`config.mk`:
```
export PLATFORM = sky130hd
export DESIGN_NAME = dvc_cell
export DESIGN_NICKNAME = d
export VERILOG_FILES = /design/src/hw/rtl/dvc_pkg.sv /design/src/hw/rtl/dvc_cell.sv
export SDC_FILE = /design/constraint.sdc
export NUM_CORES = 1
export LEC_CHECK = 0
export ABC_CLOCK_PERIOD_IN_PS = 5100
export CAP_MARGIN = 25
export CORE_MARGIN = 4
export CORE_UTILIZATION = 60
export DETAILED_ROUTE_END_ITERATION = 8
export DONT_BUFFER_PORTS = 1
export PLACE_DENSITY = 0.76
export SYNTH_ARGS = -nofsm -noshare
export SYNTH_HDL_FRONTEND = slang
export SYNTH_SLANG_ARGS = --single-unit
export TNS_END_PERCENT = 50
```
`constraint.sdc`:
```
create_clock -name i_clk -period 5.1 [get_ports i_clk]
set_input_delay 0.51 -clock i_clk [delete_from_list [all_inputs] [get_ports i_clk]]
set_output_delay 0.51 -clock i_clk [all_outputs]
set_load 0.01 [all_outputs]
```
`src/hw/rtl/dvc_pkg.sv`:
```
`default_nettype none

package dvc_pkg;

    localparam int TABLE_DEPTH = 64;
    localparam int VALUE_W     = 32;
    localparam int COUNT_W     = 16;

    localparam logic [COUNT_W-1:0] COUNT_MAX = {COUNT_W{1'b1}};

    // a value travelling down the chain
    typedef struct packed {
        logic                      valid;
        logic                      consumed;
        logic                      last;
        logic signed [VALUE_W-1:0] value;
    } t_token;

    // what one cell holds
    typedef struct packed {
        logic                      valid;
        logic signed [VALUE_W-1:0] value;
        logic [COUNT_W-1:0]        count;
    } t_entry;

endpackage

`default_nettype wire

```
`src/hw/rtl/dvc_cell.sv`:
```
`default_nettype none

module dvc_cell
    import dvc_pkg::*;
(
    input  wire logic   i_clk,
    input  wire logic   i_rst_n,
    input  wire t_token i_tok,
    input  wire t_entry i_next_entry,
    input  wire logic   i_shift,
    output t_token      o_tok,
    output t_entry      o_entry
);

    t_token r_tok;
    t_entry r_entry;
    t_token n_tok;
    t_entry n_entry;
    logic   w_live;
    logic   w_hit;
    logic   w_claim;

    assign w_live  = i_tok.valid && !i_tok.consumed;
    assign w_hit   = w_live && r_entry.valid && (r_entry.value == i_tok.value);
    assign w_claim = w_live && !r_entry.valid;

    always_comb begin
        n_tok          = i_tok;
        n_tok.consumed = i_tok.consumed || w_hit || w_claim;

        n_entry = r_entry;
        if (i_shift) begin
            // drain: take the neighbor's entry, moving toward the output
            n_entry = i_next_entry;
        end else if (w_hit) begin
            if (r_entry.count != COUNT_MAX) begin
                n_entry.count = r_entry.count + COUNT_W'(1);
            end
        end else if (w_claim) begin
            n_entry.valid = 1'b1;
            n_entry.value = i_tok.value;
            n_entry.count = COUNT_W'(1);
        end
    end

    always_ff @(posedge i_clk) begin
        if (!i_rst_n) begin
            r_tok.valid   <= 1'b0;
            r_entry.valid <= 1'b0;
        end else begin
            r_tok.valid   <= n_tok.valid;
            r_entry.valid <= n_entry.valid;
        end
        r_tok.consumed <= n_tok.consumed;
        r_tok.last     <= n_tok.last;
        r_tok.value    <= n_tok.value;
        r_entry.value  <= n_entry.value;
        r_entry.count  <= n_entry.count;
    end

    assign o_tok   = r_tok;
    assign o_entry = r_entry;

endmodule

`default_nettype wire

```
Yosys cells after proc, flatten, opt, wreduce, memory -nomap -nowiden
Index checks and enable logic that the tools add are counted.
{"block": "word_totals", "reg_bits": 84, "latchBits": 0, "ramBits": 0, "mem_bits_ro": 0, "input_bits": 87, "output_inout_bits": 84, "elab_cells": 29, "mem_count": 0}
{"block": "classes", "n_addsub": 1, "n_mul": 0, "div_mod_pow": 0, "magnitude_cmp": 0, "eq_ne": 4, "n_shift": 0, "n_mux": 5, "bitwise_logic": 0, "reduce_logical": 12}
{"op": "49-bit two-way mux", "count": 2}
{"op": "33-bit two-way mux", "count": 1}
{"op": "32-bit == test", "count": 1}
{"op": "16-bit two-way mux", "count": 2}
{"op": "16-bit by 1-bit adder with 16-bit output (second input constant)", "count": 1}
{"op": "16-bit != test (second input constant)", "count": 1}
{"op": "1-bit logical AND", "count": 4}
{"op": "2-bit AND reduction", "count": 2}
{"op": "3-bit by 2-bit != test with 1-bit output (second input constant)", "count": 1}
{"op": "3-bit nonzero test", "count": 1}
{"op": "1-bit logical NOT", "count": 2}
{"op": "1-bit logical OR", "count": 2}
{"op": "2-bit != test (second input constant)", "count": 1}
{"op": "2-bit nonzero test", "count": 1}

Longest topological paths before layout
Gate-level depths: netlist of run 1.
{"block": "depth", "word_depth": 6, "mapped_depth": 6, "mapped_depth_nobuf": 6}

Least setup slack after synthesis of run 1
No wires, ideal clock.
{"block": "synth_timing", "path_type": "in2reg", "startpoint": "input i_tok[33] in the netlist's numbering", "endpoint": "register r_entry, in the netlist o_entry[0] (enable)", "setup_time_ns": 0.339, "arrival_time_ns": 3.731, "path_slack_ns": 1.029, "cell_stages": 3, "cell_sequence": "nand2b_1 -> o21ai_0 -> mux2_2"}
{"block": "synth_between", "elab_chain_len": 6, "word_cells_on_any_way": 8, "cone_classes": "eq/ne (1); reduce/logical (7)"}
{"item": "start: declaration", "line": "dvc_cell.sv:8", "text": "input wire t_token i_tok,"}
{"item": "1-bit logical NOT *", "line": "dvc_cell.sv:23", "text": "assign w_live = i_tok.valid && !i_tok.consumed;"}
{"item": "1-bit logical AND *", "line": "dvc_cell.sv:23"}
{"item": "1-bit logical AND (2 in a row)", "line": "dvc_cell.sv:24", "text": "assign w_hit = w_live && r_entry.valid && (r_entry.value == i_tok.value);"}
{"item": "3-bit by 2-bit != test with 1-bit output (no source line) / 3-bit nonzero test (equally long branches)"}
{"item": "2-bit AND reduction (no source line) *"}
{"item": "end: declaration", "line": "dvc_cell.sv:16", "text": "t_entry r_entry;"}
Mark *: on every way between the ends. The rest lies on a longest branch, timed or not.
A chain may end at the register's enable or synchronous reset.

Worst setup path after layout of run 1
{"block": "layout_timing", "startpoint": "register r_entry, in the netlist o_entry[33]", "endpoint": "register r_entry, in the netlist o_entry[14] (enable)"}
{"block": "layout_between", "elab_chain_len": 4, "word_cells_on_any_way": 5, "cone_classes": "eq/ne (2); reduce/logical (3)"}
{"item": "32-bit == test *", "line": "dvc_cell.sv:24"}
{"item": "1-bit logical AND *", "line": "dvc_cell.sv:24"}
{"item": "3-bit by 2-bit != test with 1-bit output (no source line) / 3-bit nonzero test (equally long branches)"}
{"item": "2-bit AND reduction (no source line) *"}
Marks and branches as above.

==> flow_summary.yaml, run 1 <==
detailed_routing:
  top_layer_used: "met4"
  wl_met2_mm: 3.82
  num_vias: 2047
  wl_met1_mm: 3.00
  ant_nets: 0
  vias_per_cell: 6.00
  first_iter_violations: 95
  drtPass1Iterations: 6
  wire_per_inst_um: 23.3
  dr_wl_met3_um: 956
  drc: 0
  routed_wl_mm: 7.93
final_layout:
  stdcell_area_um2: 3860
  post-route-util: 0.688
  finalNetCount: 352
  n_antenna_cell: 0
  final_common_cell: "edfxtp_1"
  drive_above_1_share: 0.245
  stdcell_count: 341
  syn2layout_area_growth_pct: 9.36
  final_cell_mix: "edfxtp_1, dfxtp_1, mux2_2, xnor2_1, nand2_1"
floorplan:
  die_h_um: 84.7
  pin_count: 171
  die_area_um2: 7170
  core_area_um2: 5610
  floorplan.initialDensity: 0.629
  std_cell_rows: 27
  die_w_um: 84.7
setup_path:
  worstSetupPathType: "reg -> reg"
  critPathArrivalTime_ns: 2.33
  crit_fanout: 16
  worstReg2RegStart: "o_entry[33]"
  startpoint: "o_entry[33]"
  crit_path_end_kind: "flop"
  crit_required_ns: 5.10
  start_kind: "flop"
timing:
  setup_tns_ns: 0
  timing.final.crit_share: 0.455
  worst_pin_slew_ns: 0.502
  drv_slew: 0
  final_hold_viol_count: 0
  max_freq_ghz: 0.430
  min_period_ns: 2.32
  fin_skew_ns: 0.0114
  rsz0062_at_grt: "false"
  setup_viol: 0
  slew_headroom: 0.665
grt:
  grt_max_degree: 51
  grt_pass1_vias: 2164
  grt_pass1_wl_mm: 12.1
  grt_overflow: 0
  grt_usage: 0.224
  antenna_found_initial: 0
clock_tree:
  clkSinkCount: 84
  clk_pin_slew_ns: 0.09
  cts_resized: 0
  cts-buffers-inserted: 9
  insertion_delay_ns: 0.35
  post-cts-setup-buffers: 0
  cts_tree: "yes"
  clockBufferDepth: 2
  cts-htree-levels: 3
  hold_buffers: 0
  clock-root-buffer: "clkbuf_8"
worst_hold_path:
  min_path_type: "in -> reg"
  min_from: "i_tok[11]"
power:
  peakVddDrop_v: 0.000240
  power.density_nw_per_um2: 396
  power.leakage_uw: 0.00136
synth:
  ys_types: 38
  syn_inst: 259
  yosysSeqAreaShare: 0.613
  syn-num-nets: 347
  synthTopCellsByArea: "edfxtp_1, dfxtp_1, mux2_2, xnor2_1, nand4_1"
  ys.warnings.count: 0
  synth_top_area_frac: 0.409
  synth_area_um2: 3530
  synth_seq_cells: 84
  syn_avg_cell_area_um2: 13.6
  yosys.area.top_type: "edfxtp_1"
run_status:
  status: "finished, final reports clean"
place:
  dp.cells: 325
  place_area_um2: 3600
  io_buffers: 0
  hpwl_mm: 5.97
  gp_congestion: 0.817
run:
  drv_cap: 0
## per-stage QoR
stage          total power (uW)  hold WS, ns  setup WS, ns
5_1_grt                    1590        0.149          2.63
4_1_cts                    1540        0.163          2.80
3_5_place_dp                964        0.538          2.79
3_3_place_gp                962        0.538          2.75
6_report                   1530        0.177          2.78
2_1_floorplan               934        0.524          1.03
## final cells by class
| class | instances | area, um2 |
|---|---|---|
| multi-input cells | 163 | 1320 |
| clock buffers | 11 | 174 |
| well taps | 72 | 90.1 |
| inverters | 5 | 18.8 |
| fillers | 407 | 1750 |
| repair buffers | 1 | 7.51 |
| flip-flops and latches | 84 | 2160 |
| clock inverters | 5 | 83.8 |
## kinds of logic after synthesis
logic type | count (synthesis) | share of synthesized area
AOI/OAI and AO/OA | 19 | 0.0362
xor gates and xnor gates | 46 | 0.123
adders and majority gates | 1 | 0.00355
buffers and inverters | 12 | 0.0156
DFF | 84 | 0.613
muxes | 33 | 0.105
and+or+nand+nor | 64 | 0.104
## power breakdown
| part | leakage (uW) | switching, uW | total (uW) | internal (uW) |
|---|---|---|---|---|
| clock network | 0.000131 | 243 | 582 | 339 |
| logic | 0.000446 | 53.2 | 112 | 58.7 |
| registers | 0.000786 | 63.2 | 836 | 772 |
| total | 0.00136 | 360 | 1530 | 1170 |
## path summary, 6_finish.rpt
kind | end | cells after the start | slack [ns]
setup / recovery | o_entry[14] | 5 | 2.78
hold / removal | o_tok[11] | 0 | 0.18
hold reg to reg | o_tok[33] | 3 | 0.64
setup reg to reg | o_entry[14] | 5 | 2.78
## sequential cells by signal (all words and copies together), names as in the netlist
| name | flops |
|---|---|
| o_tok | 35 |
| o_entry | 49 |
## cells in the mapped netlist
master,instances
nand4_1,15
nand3b_1,1
and2_1,1
o221a_2,1
mux2_2,33
nand2b_1,2
clkbuf_1,1
buf_6,1
and4_1,1
ha_1,1
xnor2_1,33
and4_4,1
nand4_2,1
nor2_1,2
nand3_2,1
nor3_1,3
buf_2,1
nor4_1,1
or4_1,1
o31ai_1,1
nand3_1,6
nand4b_1,1
o22a_2,1
nand2_1,20
and3_1,5
xor2_1,9
o21ai_0,5
xnor2_2,4
and4b_1,1
a21oi_1,1
edfxtp_1,48
o21ai_1,5
buf_1,3
clkbuf_2,1
inv_1,5
nor4_2,1
o21ai_2,5
dfxtp_1,36
## layer usage
metal  track usage  vias up
met5             0        -
met3         0.121       13
met1         0.263      952
li1              -      957
met2         0.354      125
met4        0.0734        0
## worst max-delay path, stage by stage, from the launching register on
cell and delay (ns):
edfxtp_1 0.48, xnor2_1 0.29, nand4_1 0.13, nor4_1 0.34, nand3_1 0.20, mux2_2 0.54
Note: power is estimated with default switching activity, not from simulation.
==> inputs of run 2 (changes only) <==
--- a/config.mk
+++ b/config.mk
@@ -5,7 +5,7 @@
 export SDC_FILE = /design/constraint.sdc
 export NUM_CORES = 1
 export LEC_CHECK = 0
-export ABC_CLOCK_PERIOD_IN_PS = 5100
+export ABC_CLOCK_PERIOD_IN_PS = 2400
 export CAP_MARGIN = 25
 export CORE_MARGIN = 4
 export CORE_UTILIZATION = 60
==> constraint.sdc (replaced) <==
create_clock -name i_clk -period 2.4 [get_ports i_clk]
set_input_delay 0.24 -clock i_clk [delete_from_list [all_inputs] [get_ports i_clk]]
set_output_delay 0.24 -clock i_clk [all_outputs]
set_load 0.01 [all_outputs]
==> run 2 against run 1 <==
Wire length increased by 7.9%. Fmax increased by 6.6%. Critical path type unchanged. Hold slack got worse by 0.16 ns. Design area increased by 7.9%. Register-to-register slack got worse by 2.6 ns. Count of clock-buffer cells in the layout increased by 4. Largest cell class unchanged. Clock power increased by 61%. Sequential share of layout area decreased by 4.1 points. First-iteration DRC count increased by 15%. Sequential power increased by 110%.
==> flow_summary.yaml, run 2 (synthesized netlist as in run 1, its figures left out) <==
run_status:
  status: "finished, final reports clean"
timing:
  fin_skew_ns: 0.00597
  final_hold_viol_count: 0
  worst_pin_slew_ns: 0.439
  setup_tns_ns: 0
  slew_headroom: 0.708
  drv_slew: 0
  min_period_ns: 2.18
  timing.final.crit_share: 0.908
  max_freq_ghz: 0.459
  setup_viol: 0
  rsz0062_at_grt: "false"
setup_path:
  startpoint: "o_entry[1]"
  ff2ff_path_depth: 5
  r2r-end: "o_entry[14]"
  worstReg2RegStart: "o_entry[1]"
  start_kind: "flop"
  rrSetupSlack_ns: 0.22
  crit_path_end_kind: "flop"
  crit_required_ns: 2.47
  critPathArrivalTime_ns: 2.25
  crit_fanout: 16
  worstSetupPathType: "reg -> reg"
final_layout:
  finalNetCount: 391
  final_cell_mix: "edfxtp_1, dfxtp_1, xnor2_1, dlygate4sd3_1, mux2_2"
  post-route-util: 0.742
  syn2layout_area_growth_pct: 18.0
  drive_above_1_share: 0.221
  fillers: 393
  n_antenna_cell: 0
  final_common_cell: "edfxtp_1"
  largest_reg_flops: 49
floorplan:
  pin_count: 171
  floorplan.initialDensity: 0.629
  std_cell_rows: 27
  core_area_um2: 5610
  die_h_um: 84.7
  die_w_um: 84.7
  die_area_um2: 7170
worst_hold_path:
  min_from: "i_tok[33]"
  holdPathEnd: "o_tok[33]"
  hold_depth: 2
  min_path_type: "in -> reg"
clock_tree:
  clock-root-buffer: "clkbuf_8"
  cts-buffers-inserted: 9
  cts_tree: "yes"
  clkSinkCount: 84
  clockBufferDepth: 2
  insertion_delay_ns: 0.34
  cts-htree-levels: 3
  clk_pin_slew_ns: 0.07
detailed_routing:
  ant_nets: 0
  vias_per_cell: 5.93
  drtPass1Iterations: 4
  first_iter_violations: 109
  routed_wl_mm: 8.56
  num_vias: 2253
  wire_per_inst_um: 22.5
  drc: 0
grt:
  grt_pass1_wl_mm: 13.3
  antenna_found_initial: 0
  grt_max_degree: 51
  grt_usage: 0.242
  grt_overflow: 0
  grt_pass1_vias: 2509
run:
  drv_cap: 0
place:
  hpwl_mm: 6.25
  gp_congestion: 0.779
  io_buffers: 0
power:
  power_uw: 3010
  power.leakage_uw: 0.00150
  power.density_nw_per_um2: 723
  peakVddDrop_v: 0.000466
[run 2: cell types whose count changed in the layout (fill, tap and decap cells not counted), sizes merged]
cell / delta
buf: +6
bufinv: -2
clkbuf: +4
clkinv: +1
dlygate4sd3: +33
inv: -3
[run 2: timing repair]
action,CTS,global route
hold buffers,33,0
endpoints found under the hold margin,33,0
buffers inserted,0,0
resized for setup,0,1
endpoints found under the setup margin,0,16
[run 2: how the worst max path moves through the flow]
stage	slack, ns	endpoint
after floorplan	0.23	o_entry[0]
after global placement	0.12	o_entry[4]
after detailed placement	0.07	o_entry[10]
after CTS	0.05	o_entry[14]
after global routing	0.02	o_entry[5]
final	0.22	o_entry[14]
[run 2: critical path, stage by stage (launching register included)]
cell      delay, ns
edfxtp_1       0.42
ha_1           0.23
and4_1         0.31
nand3_2        0.12
or4_1          0.43
mux2_4         0.40
[run 2: area by class of cell]
class / instances / area (um2) / share of cell area
Clock buffer: 15 / 178 / 0.0427
Clock inverter: 1 / 5.00 / 0.00120
Timing Repair Buffer: 40 / 383 / 0.0920
Sequential cell: 84 / 2160 / 0.519
Multi-Input combinational cell: 163 / 1330 / 0.319
Tap cell: 72 / 90.1 / 0.0216
Inverter: 5 / 18.8 / 0.00451
[run 2: layer usage]
metal | track usage | wire length (um) | share of wire | vias to the layer above
met1 | 0.275 | 3180 | 0.37 | 1057
met4 | 0.104 | 226 | 0.026 | 0
li1 | - | - | - | 1030
met3 | 0.103 | 924 | 0.11 | 22
met5 | 0 | 0 | 0 | -
met2 | 0.399 | 4220 | 0.49 | 144
[run 2: power by group]
group          switching, uW  total, uW  internal (uW)
clock                    467        936            469
combinational            133        301            168
sequential               130       1770           1640
[run 2: stage by stage]
| step | instances | worst slack [ns] | instance area [um2] | hold WS, ns |
|---|---|---|---|---|
| 2_1_floorplan | 259 | 0.226 | 3530 | 0.268 |
| 3_3_place_gp | 331 | 0.124 | 3650 | 0.268 |
| 3_5_place_dp | 331 | 0.0657 | 3650 | 0.268 |
| 4_1_cts | 380 | 0.0460 | 4160 | 0.0135 |
| 5_1_grt | 380 | 0.0188 | 4160 | 0.0116 |
| 6_report | 380 | 0.220 | 4160 | 0.0159 |
